$ cat config.mk
export PLATFORM = sky130hd
export DESIGN_NAME = lru_cache_access_cost
export DESIGN_NICKNAME = d
export VERILOG_FILES = /design/src/lruc_pkg.sv /design/src/lruc_ram.sv /design/src/lruc_dp.sv /design/src/lruc_ctrl.sv /design/src/lru_cache_access_cost.sv
export SDC_FILE = /design/constraint.sdc
export NUM_CORES = 2
export LEC_CHECK = 0
export BUFFER_PORTS_ARGS = -buffer_cell sky130_fd_sc_hd__buf_2
export CAP_MARGIN = 30
export CORE_MARGIN = 10
export CORE_UTILIZATION = 63
export CTS_CLUSTER_SIZE = 16
export DETAILED_ROUTE_END_ITERATION = 10
export GPL_TIMING_DRIVEN = 0
export PLACE_DENSITY = 0.8
export SLEW_MARGIN = 20
export SYNTH_ARGS = -nofsm -noshare
export SYNTH_HDL_FRONTEND = slang
export SYNTH_SLANG_ARGS = --single-unit
export TNS_END_PERCENT = 100
$ cat constraint.sdc
create_clock -name clk -period 10.8 [get_ports clk]
set_input_delay 2.16 -clock clk [delete_from_list [all_inputs] [get_ports clk]]
set_output_delay 2.16 -clock clk [all_outputs]
set_load 0.005 [all_outputs]
$ cat src/lruc_pkg.sv
`timescale 1ns / 1ps
// ----------------------------------------------------------------------------
// lruc_pkg
// Shared constants, controller state type and the command and status
// structs that join the controller to the datapath of the LRU cache.
// ----------------------------------------------------------------------------
package lruc_pkg;

  // Default sizes handed to the top-level parameters.
  localparam int DEF_MAX_WAYS  = 32;
  localparam int DEF_KEY_BYTES = 8;

  // Fixed field widths.
  localparam int KEY_W   = 64;
  localparam int CFG_W   = 6;
  localparam int COST_W  = 3;
  localparam int SUM_W   = 32;
  localparam int OUT_W   = 1 + COST_W + SUM_W;
  localparam int OUT_TDATA_W = ((OUT_W + 7) / 8) * 8;

  // Access costs and the distance between lower and upper case in ASCII.
  localparam logic [COST_W-1:0] HIT_COST   = 3'd1;
  localparam logic [COST_W-1:0] MISS_COST  = 3'd5;
  localparam logic [7:0]        CASE_SHIFT = 8'd32;
  localparam logic [7:0]        CHAR_LO_A  = 8'h61;
  localparam logic [7:0]        CHAR_LO_Z  = 8'h7A;

  // Controller states.
  typedef enum logic [1:0] {
    ST_IDLE,
    ST_SCAN,
    ST_DRAIN,
    ST_COMMIT
  } state_t;

  // Controller to datapath.
  typedef struct packed {
    logic load;     // capture the input key and clear the lookup flags
    logic scan_rd;  // read the entry at the scan counter and advance
    logic commit;   // apply the update and load the result register
  } cmd_t;

  // Datapath to controller.
  typedef struct packed {
    logic skip_scan;  // nothing to look through: capacity or fill is zero
    logic scan_last;  // the scan counter points at the last held entry
    logic out_free;   // the result register can take a new result
  } status_t;

endpackage

$ cat src/lruc_ram.sv
`timescale 1ns / 1ps
// ----------------------------------------------------------------------------
// lruc_ram
// Generic single-write, single-read RAM with a registered read port.
// ----------------------------------------------------------------------------
module lruc_ram #(
  parameter int WIDTH = 64,
  parameter int DEPTH = 32,
  localparam int ADDR_W = (DEPTH > 1) ? $clog2(DEPTH) : 1
) (
  input  logic              clk,
  input  logic              wr_en,
  input  logic [ADDR_W-1:0] wr_addr,
  input  logic [WIDTH-1:0]  wr_data,
  input  logic              rd_en,
  input  logic [ADDR_W-1:0] rd_addr,
  output logic [WIDTH-1:0]  rd_data
);

  logic [WIDTH-1:0] mem [DEPTH];

  // Write port.
  always_ff @(posedge clk) begin
    if (wr_en) begin
      mem[wr_addr] <= wr_data;
    end
  end

  // Registered read port.
  always_ff @(posedge clk) begin
    if (rd_en) begin
      rd_data <= mem[rd_addr];
    end
  end

endmodule

$ cat src/lruc_dp.sv
`timescale 1ns / 1ps
// ----------------------------------------------------------------------------
// lruc_dp
// Datapath of the LRU cache: key folding, key store, rank registers, scan
// counter with match and victim search, cost total and result register.
// ----------------------------------------------------------------------------
module lruc_dp #(
  parameter int MAX_WAYS  = lruc_pkg::DEF_MAX_WAYS,
  parameter int KEY_BYTES = lruc_pkg::DEF_KEY_BYTES
) (
  input  logic                              clk,
  input  logic                              rst_n,
  input  lruc_pkg::cmd_t                    cmd,
  output lruc_pkg::status_t                 status,
  input  logic [lruc_pkg::KEY_W-1:0]        in_key,
  input  logic                              cfg_wr_en,
  input  logic [lruc_pkg::CFG_W-1:0]        cfg_wr_data,
  output logic                              out_tvalid,
  input  logic                              out_tready,
  output logic [lruc_pkg::OUT_TDATA_W-1:0]  out_tdata
);

  localparam int IDX_W  = (MAX_WAYS > 1) ? $clog2(MAX_WAYS) : 1;
  localparam int CNT_W  = $clog2(MAX_WAYS + 1);
  localparam int RANK_W = IDX_W;
  localparam int CMP_W  = (CNT_W > lruc_pkg::CFG_W) ? CNT_W : lruc_pkg::CFG_W;
  localparam int KW     = lruc_pkg::KEY_W;
  localparam int SW     = lruc_pkg::SUM_W;
  localparam int CW     = lruc_pkg::COST_W;

  logic [lruc_pkg::CFG_W-1:0] capacity_r;
  logic [CNT_W-1:0]  cap_eff;
  logic [CNT_W-1:0]  held_r;
  logic [KW-1:0]     key_fold;
  logic [KW-1:0]     key_r;
  logic [IDX_W-1:0]  cnt_r;
  logic              cmp_vld_r;
  logic [RANK_W-1:0] cmp_rank_r;
  logic [IDX_W-1:0]  cmp_idx_r;
  logic [KW-1:0]     ram_rd_data;
  logic              hit_r;
  logic [IDX_W-1:0]  hit_idx_r;
  logic [RANK_W-1:0] hit_rank_r;
  logic [IDX_W-1:0]  vic_idx_r;
  logic [RANK_W-1:0] rank_r [MAX_WAYS];
  logic              do_upd;
  logic              fill;
  logic [IDX_W-1:0]  wr_idx;
  logic [IDX_W-1:0]  touch_idx;
  logic [CW-1:0]     cost;
  logic [SW:0]       sum_ext;
  logic [SW-1:0]     sum_r;
  logic [SW-1:0]     sum_nxt;
  logic              out_vld_r;
  logic              out_hit_r;
  logic [CW-1:0]     out_cost_r;
  logic [SW-1:0]     out_sum_r;

  // Configuration register.
  always_ff @(posedge clk) begin
    if (!rst_n) begin
      capacity_r <= '0;
    end else if (cfg_wr_en) begin
      capacity_r <= cfg_wr_data;
    end
  end

  // Capacity limited to the number of ways built.
  always_comb begin
    if (CMP_W'(capacity_r) > CMP_W'(MAX_WAYS)) begin
      cap_eff = CNT_W'(MAX_WAYS);
    end else begin
      cap_eff = CNT_W'(CMP_W'(capacity_r));
    end
  end

  // Fold lower-case letters to upper case; bytes beyond the key length are dropped.
  always_comb begin
    for (int b = 0; b < 8; b++) begin
      if (b >= KEY_BYTES) begin
        key_fold[8*b +: 8] = 8'h00;
      end else if (in_key[8*b +: 8] >= lruc_pkg::CHAR_LO_A &&
                   in_key[8*b +: 8] <= lruc_pkg::CHAR_LO_Z) begin
        key_fold[8*b +: 8] = in_key[8*b +: 8] - lruc_pkg::CASE_SHIFT;
      end else begin
        key_fold[8*b +: 8] = in_key[8*b +: 8];
      end
    end
  end

  always_ff @(posedge clk) begin
    if (cmd.load) begin
      key_r <= key_fold;
    end
  end

  // Scan counter and the read stage alongside the key store.
  always_ff @(posedge clk) begin
    if (!rst_n) begin
      cnt_r     <= '0;
      cmp_vld_r <= 1'b0;
    end else begin
      cmp_vld_r <= cmd.scan_rd;
      if (cmd.load) begin
        cnt_r <= '0;
      end else if (cmd.scan_rd) begin
        cnt_r <= cnt_r + 1'b1;
      end
    end
  end

  always_ff @(posedge clk) begin
    if (cmd.scan_rd) begin
      cmp_rank_r <= rank_r[cnt_r];
      cmp_idx_r  <= cnt_r;
    end
  end

  // Compare stage: first matching key, and the entry of the oldest rank.
  always_ff @(posedge clk) begin
    if (cmd.load) begin
      hit_r <= 1'b0;
    end else if (cmp_vld_r && !hit_r && ram_rd_data == key_r) begin
      hit_r <= 1'b1;
    end
  end

  always_ff @(posedge clk) begin
    if (cmp_vld_r && !hit_r && ram_rd_data == key_r) begin
      hit_idx_r  <= cmp_idx_r;
      hit_rank_r <= cmp_rank_r;
    end
    if (cmp_vld_r && CNT_W'(cmp_rank_r) == held_r - CNT_W'(1)) begin
      vic_idx_r <= cmp_idx_r;
    end
  end

  // Update decisions taken at commit.
  always_comb begin
    do_upd    = cmd.commit && (cap_eff != '0);
    fill      = !hit_r && (held_r < cap_eff);
    wr_idx    = fill ? IDX_W'(held_r) : vic_idx_r;
    touch_idx = hit_r ? hit_idx_r : wr_idx;
  end

  lruc_ram #(
    .WIDTH (KW),
    .DEPTH (MAX_WAYS)
  ) u_key_ram (
    .clk     (clk),
    .wr_en   (do_upd && !hit_r),
    .wr_addr (wr_idx),
    .wr_data (key_r),
    .rd_en   (cmd.scan_rd),
    .rd_addr (cnt_r),
    .rd_data (ram_rd_data)
  );

  // Rank registers: the touched entry becomes most recent, younger ones age.
  always_ff @(posedge clk) begin
    if (!rst_n) begin
      for (int i = 0; i < MAX_WAYS; i++) begin
        rank_r[i] <= '0;
      end
    end else if (do_upd) begin
      for (int i = 0; i < MAX_WAYS; i++) begin
        if (IDX_W'(i) == touch_idx) begin
          rank_r[i] <= '0;
        end else if (CNT_W'(i) < held_r && (!hit_r || rank_r[i] < hit_rank_r)) begin
          rank_r[i] <= rank_r[i] + 1'b1;
        end
      end
    end
  end

  // Fill count.
  always_ff @(posedge clk) begin
    if (!rst_n) begin
      held_r <= '0;
    end else if (do_upd && fill) begin
      held_r <= held_r + 1'b1;
    end
  end

  // Saturating cost total.
  always_comb begin
    cost    = hit_r ? lruc_pkg::HIT_COST : lruc_pkg::MISS_COST;
    sum_ext = {1'b0, sum_r} + (SW + 1)'(cost);
    sum_nxt = sum_ext[SW] ? '1 : sum_ext[SW-1:0];
  end

  always_ff @(posedge clk) begin
    if (!rst_n) begin
      sum_r <= '0;
    end else if (cmd.commit) begin
      sum_r <= sum_nxt;
    end
  end

  // Result register.
  always_ff @(posedge clk) begin
    if (!rst_n) begin
      out_vld_r <= 1'b0;
    end else if (cmd.commit) begin
      out_vld_r <= 1'b1;
    end else if (out_tready) begin
      out_vld_r <= 1'b0;
    end
  end

  always_ff @(posedge clk) begin
    if (cmd.commit) begin
      out_hit_r  <= hit_r;
      out_cost_r <= cost;
      out_sum_r  <= sum_nxt;
    end
  end

  // Status and outputs.
  always_comb begin
    status.skip_scan = (cap_eff == '0) || (held_r == '0);
    status.scan_last = (CNT_W'(cnt_r) == held_r - CNT_W'(1));
    status.out_free  = !out_vld_r || out_tready;
  end

  assign out_tvalid = out_vld_r;
  assign out_tdata  = lruc_pkg::OUT_TDATA_W'({out_sum_r, out_cost_r, out_hit_r});

endmodule

$ cat src/lruc_ctrl.sv
`timescale 1ns / 1ps
// ----------------------------------------------------------------------------
// lruc_ctrl
// Controller of the LRU cache: accepts a transaction, steps the scan over
// the held entries, and commits once the result register is free.
// ----------------------------------------------------------------------------
module lruc_ctrl (
  input  logic              clk,
  input  logic              rst_n,
  input  logic              in_tvalid,
  output logic              in_tready,
  input  lruc_pkg::status_t status,
  output lruc_pkg::cmd_t    cmd
);

  lruc_pkg::state_t state_r;
  lruc_pkg::state_t state_nxt;

  // State register.
  always_ff @(posedge clk) begin
    if (!rst_n) begin
      state_r <= lruc_pkg::ST_IDLE;
    end else begin
      state_r <= state_nxt;
    end
  end

  // Next state.
  always_comb begin
    state_nxt = state_r;
    unique case (state_r)
      lruc_pkg::ST_IDLE: begin
        if (in_tvalid) begin
          state_nxt = status.skip_scan ? lruc_pkg::ST_COMMIT : lruc_pkg::ST_SCAN;
        end
      end
      lruc_pkg::ST_SCAN: begin
        if (status.scan_last) begin
          state_nxt = lruc_pkg::ST_DRAIN;
        end
      end
      lruc_pkg::ST_DRAIN: begin
        state_nxt = lruc_pkg::ST_COMMIT;
      end
      lruc_pkg::ST_COMMIT: begin
        if (status.out_free) begin
          state_nxt = lruc_pkg::ST_IDLE;
        end
      end
      default: begin
        state_nxt = lruc_pkg::ST_IDLE;
      end
    endcase
  end

  // Commands.
  always_comb begin
    in_tready   = 1'b0;
    cmd.load    = 1'b0;
    cmd.scan_rd = 1'b0;
    cmd.commit  = 1'b0;
    unique case (state_r)
      lruc_pkg::ST_IDLE: begin
        in_tready = 1'b1;
        cmd.load  = in_tvalid;
      end
      lruc_pkg::ST_SCAN: begin
        cmd.scan_rd = 1'b1;
      end
      lruc_pkg::ST_DRAIN: begin
        cmd.scan_rd = 1'b0;
      end
      lruc_pkg::ST_COMMIT: begin
        cmd.commit = status.out_free;
      end
      default: begin
        in_tready = 1'b0;
      end
    endcase
  end

endmodule

$ cat src/lru_cache_access_cost.sv
`timescale 1ns / 1ps
// ----------------------------------------------------------------------------
// lru_cache_access_cost
// Fully associative LRU cache of eight-byte keys with per-access cost and a
// saturating running total.
//
//   Channel   Direction  Payload (lowest bit first)
//   in_       slave      tdata: key[63:0]
//   out_      master     tdata: hit[0], cost[3:1], total_cost[35:4], zero[39:36]
//   cfg_      write      wr_data: capacity[5:0]
//
// An accepted transaction scans each held entry in turn through the single
// RAM read port, passes a drain state that empties the read stage, and then
// commits to the output register; the scan and drain are skipped when the
// cache is empty or the capacity is zero. The controller returns to idle
// with the commit, so the next key is only accepted once the previous one
// has committed. Reset is synchronous and active low; the key store needs
// no clearing pass. A stalled output holds the commit until the result
// register frees up.
// ----------------------------------------------------------------------------
module lru_cache_access_cost #(
  parameter int MAX_WAYS  = lruc_pkg::DEF_MAX_WAYS,
  parameter int KEY_BYTES = lruc_pkg::DEF_KEY_BYTES
) (
  input  logic                             clk,
  input  logic                             rst_n,
  input  logic                             in_tvalid,
  output logic                             in_tready,
  input  logic [lruc_pkg::KEY_W-1:0]       in_tdata,   // key
  output logic                             out_tvalid,
  input  logic                             out_tready,
  output logic [lruc_pkg::OUT_TDATA_W-1:0] out_tdata,  // hit, cost, total_cost
  input  logic                             cfg_wr_en,
  input  logic [lruc_pkg::CFG_W-1:0]       cfg_wr_data // capacity
);

  lruc_pkg::cmd_t    cmd;
  lruc_pkg::status_t status;

  // Controller.
  lruc_ctrl u_ctrl (
    .clk       (clk),
    .rst_n     (rst_n),
    .in_tvalid (in_tvalid),
    .in_tready (in_tready),
    .status    (status),
    .cmd       (cmd)
  );

  // Datapath.
  lruc_dp #(
    .MAX_WAYS  (MAX_WAYS),
    .KEY_BYTES (KEY_BYTES)
  ) u_dp (
    .clk         (clk),
    .rst_n       (rst_n),
    .cmd         (cmd),
    .status      (status),
    .in_key      (in_tdata),
    .cfg_wr_en   (cfg_wr_en),
    .cfg_wr_data (cfg_wr_data),
    .out_tvalid  (out_tvalid),
    .out_tready  (out_tready),
    .out_tdata   (out_tdata)
  );

endmodule
==> flow_summary_export.csv <==
group,metric,value,unit
setup_path,slowest_stage,"nand2_1",
cells_and_area,fin_cells,7935,
hold_path,hp-class,"register to register",
logic_synthesis,syn-cell-area,0.101,mm²
cells_and_area,layout_commonest_cell,"edfxtp_1",
sta,grt_setup_unrepaired,"no",
placed_design,port_buffers,109,
clocking,cts_tree,"built",
logic_synthesis,synth_seq_cells,2449,
setup_path,path_max_fanout,10,
sta,fin_crit_sh,54.6,%
die,rows,146,
setup_path,cp-end-kind,"register",
route,routed_wirelength,311,mm
sta,tightest_slew,1050,ps
placed_design,dp_slack,4080,ps
logic_synthesis,syn-mean-instance-area,20.0,µm²
die,design.die.area,0.176,mm²
logic_synthesis,synth.distinct_cells,87,
sta,final-setup-viol-count,0,
logic_synthesis,synthArstFlopShare,0,%
route,drc_errors,0,
clocking,clk_pin_slew,60,ps
clocking,cts_buffers,226,
global_route,grt_start_max_net_pins,43,
placed_design,placed_area,0.108,mm²
cells_and_area,design_area,0.116,mm²
sta,fin_crit,5890,ps
setup_path,path_class,"primary input to register",
global_route,gr-usage-all-layers,35.0,%
power,p_sw,6180,µW
logic_synthesis,yosysTopAreaCellShare,71.4,%
clocking,clk_latency,900,ps
clocking,postCtsHoldBufs,0,
clocking,root_buffer,"clkbuf_16",
setup_path,cp-start-kind,"primary input",
logic_synthesis,synth_area_leader_cell,"edfxtp_1",
placed_design,dp_hpwl,188,mm
run,cap_violations,0,
power,pwr-share-seq,49.6,%
power,p_int,17100,µW
logic_synthesis,synth.area.top_cells,"edfxtp_1 71%, mux4_2 15%, ha_1 2.3%",
placed_design,gp_congestion,0.969,
cells_and_area,drive_above_1_share,28.0,%
power,ir_worst_vdd,0.199,mV
logic_synthesis,yosys_warnings,0,
setup_path,path_cells,"buf_2 -> nor2b_1 -> nand2b_1 -> clkbuf_1 -> clkinv_1 -> nand2_1 -> nor2_1 -> nand2_1 -> nor3_2 -> buf_4 -> buf_4 -> buf_4 -> buf_6 -> buf_4",
setup_path,cp.arrival,6540,ps
placed_design,placed_cells,7448,
die,io_pins,117,
clocking,clock_path_buffers,3,
die,die_w,420,µm
power,p_total,23200,µW
route,drt_pass1_iterations,8,
power,power_density,200,mW/mm²
setup_path,crit_buf_inv,8,
clocking,htree_levels,4,
setup_path,cp_common_cell,"buf_4",
cells_and_area,layout_common_cells,"2395 x edfxtp_1, 690 x mux4_2, 252 x nor2_1",
global_route,grt_pass1_vias,58221,
global_route,grt_first_pass_wirelength,434,mm
route,post_drt_wl_per_cell,39.1,µm
route,drtIter0Drc,10283,
die,die_h,420,µm
power,clkPwrFrac,34.5,%
power,swShare,26.6,%
setup_path,crit_required,11450,ps
cells_and_area,areaGrowthSynthToFinish,15.2,%
route,vias_per_cell,7.41,
cells_and_area,post-route-util,73.1,%
power,p_leak,0.0372,µW
sta,fin_skew,91.6,ps
setup_path,max_stage_delay,650,ps
sta,slew_violations,0,
logic_synthesis,netlist_instances,5037,
clocking,post_cts_buffers,0,
sta,hold_viol_final,0,
cells_and_area,fin_nets,5922,
logic_synthesis,synth-edff-count,2395,
global_route,overflow,0,
clocking,cts.sinks,2449,
sta,slew_headroom,29.8,%
setup_path,critPathTopFamily,"simple AND/OR/NAND/NOR gates",
route,antenna_left,0,
clocking,post_cts_resized,0,
run_status,status,"completed",
die,initial_core_util,63.5,%
route,vias,58814,
sta,worst_slack,4910,ps
logic_synthesis,ys_seq_area_share,72.4,%
global_route,antenna_found_initial,13,
sta,max_freq,0.170,GHz
logic_synthesis,synth_flop_cell,"edfxtp_1",
power,combPwrFrac,15.9,%
die,coreArea,0.159,mm²
setup_path,r2r_slack,5680,ps
power by group through the flow:
stage	Sequential (µW)	Combinational, µW	Clock [µW]
2_1_floorplan	11800	1950	0
3_3_place_gp	12000	2810	0
3_5_place_dp	12000	3060	0
4_1_cts	11800	3170	8020
5_1_grt	11500	3790	8330
6_report	11500	3690	8020
worst reg2reg max path, cell delays in order (launching register included):
cell     delay [ps]
dfxtp_1         440
inv_1           140
ha_1            360
nand2_1          90
o21ai_1         690
o21ai_0         400
nand2_1         150
nand2_1         460
nor3_2          980
buf_4           360
buf_4           220
buf_4           230
buf_6           180
buf_4           190
layout make-up:
class | instances | area [µm²]
repair buffers | 395 | 5090
inverters | 104 | 390
plain buffers | 230 | 1010
clock inverters | 139 | 1380
multi-input cells | 2258 | 26700
well taps | 2072 | 2590
diodes | 6 | 15.0
flip-flops and latches | 2449 | 73000
fillers | 8311 | 42700
clock buffers | 282 | 5910
metal layers:
layer	wire length [µm]	share of wire, %	track usage (%)	up-vias
met5	82	0.026	0	-
met3	37500	12	8.43	1276
met4	23400	7.6	20.9	12
met1	99900	32	43.7	29766
met2	150000	48	56.1	5676
li1	-	-	-	22084
flip-flops by register name, indices dropped and copies added, names as in the netlist:
signal                  count
u_dp.key_r                 64
u_dp.held_r                 6
u_dp.hit_idx_r              5
u_dp.cmp_idx_r              5
u_dp.hit_rank_r             5
u_dp.hit_r                  1
u_dp.rank_r               160
u_dp.out_tvalid             1
u_dp.cnt_r                  5
u_dp.cmp_vld_r              1
u_dp.sum_r                 32
u_ctrl.state_r              2
u_dp.cmp_rank_r             5
u_dp.out_cost_r             1
u_dp.u_key_ram.rd_data     64
u_dp.out_sum_r             32
u_dp.out_hit_r              1
u_dp.u_key_ram.mem       2048
u_dp.vic_idx_r              5
u_dp.capacity_r             6
kinds of logic (layout without fill, tap and decap cells):
kind of cell,Yosys count,count (layout),share of synthesized area [%]
muxes,776,776,16.4
other,2,12,0.00745
buffers and inverters,334,1150,1.37
and+or+nand+nor,694,694,3.21
adders and majority gates,183,183,2.27
xor gates and xnor gates,171,171,1.49
DFF,2449,2449,72.4
AOI/OAI and AO/OA,428,428,2.84
Yosys cell counts, types with 9 or more instances:
cell type / n
xor2_1: 93
nand2_1: 131
nor3_1: 25
xnor2_1: 78
or4_1: 11
a211o_1: 10
ha_1: 183
buf_2: 65
inv_1: 102
mux2_2: 72
nor4_1: 25
dfxtp_1: 54
o211ai_1: 21
a311oi_1: 10
mux4_2: 690
nand2b_1: 38
a211oi_1: 14
a21o_1: 50
and3_1: 14
a31oi_1: 13
o2111ai_1: 9
nor2_1: 276
o22ai_1: 21
o21ai_0: 79
clkbuf_1: 129
buf_1: 25
mux2i_1: 13
a21oi_1: 104
edfxtp_1: 2395
nor2b_1: 12
nand3_1: 104
nand4_1: 22
path summary, 6_finish.rpt:
kind,depth (start not counted),startpoint,endpoint
setup / recovery,14,out_tready,u_dp.u_key_ram.mem[2][20]
setup reg to reg,13,u_dp.capacity_r[5],u_dp.u_key_ram.mem[2][20]
hold / removal,0,u_dp.cmp_idx_r[3],u_dp.hit_idx_r[3]
hold reg to reg,0,u_dp.cmp_idx_r[3],u_dp.hit_idx_r[3]
metrics by stage:
| step | TNS [ps] | hold slack, ps |
|---|---|---|
| 3_5_place_dp | 0 | 418 |
| 4_1_cts | 0 | 453 |
| 2_1_floorplan | 0 | 406 |
| 3_3_place_gp | -2160420 | 410 |
| 6_report | 0 | 460 |
| 5_1_grt | 0 | 458 |
Power figures use the tool's default switching activity.
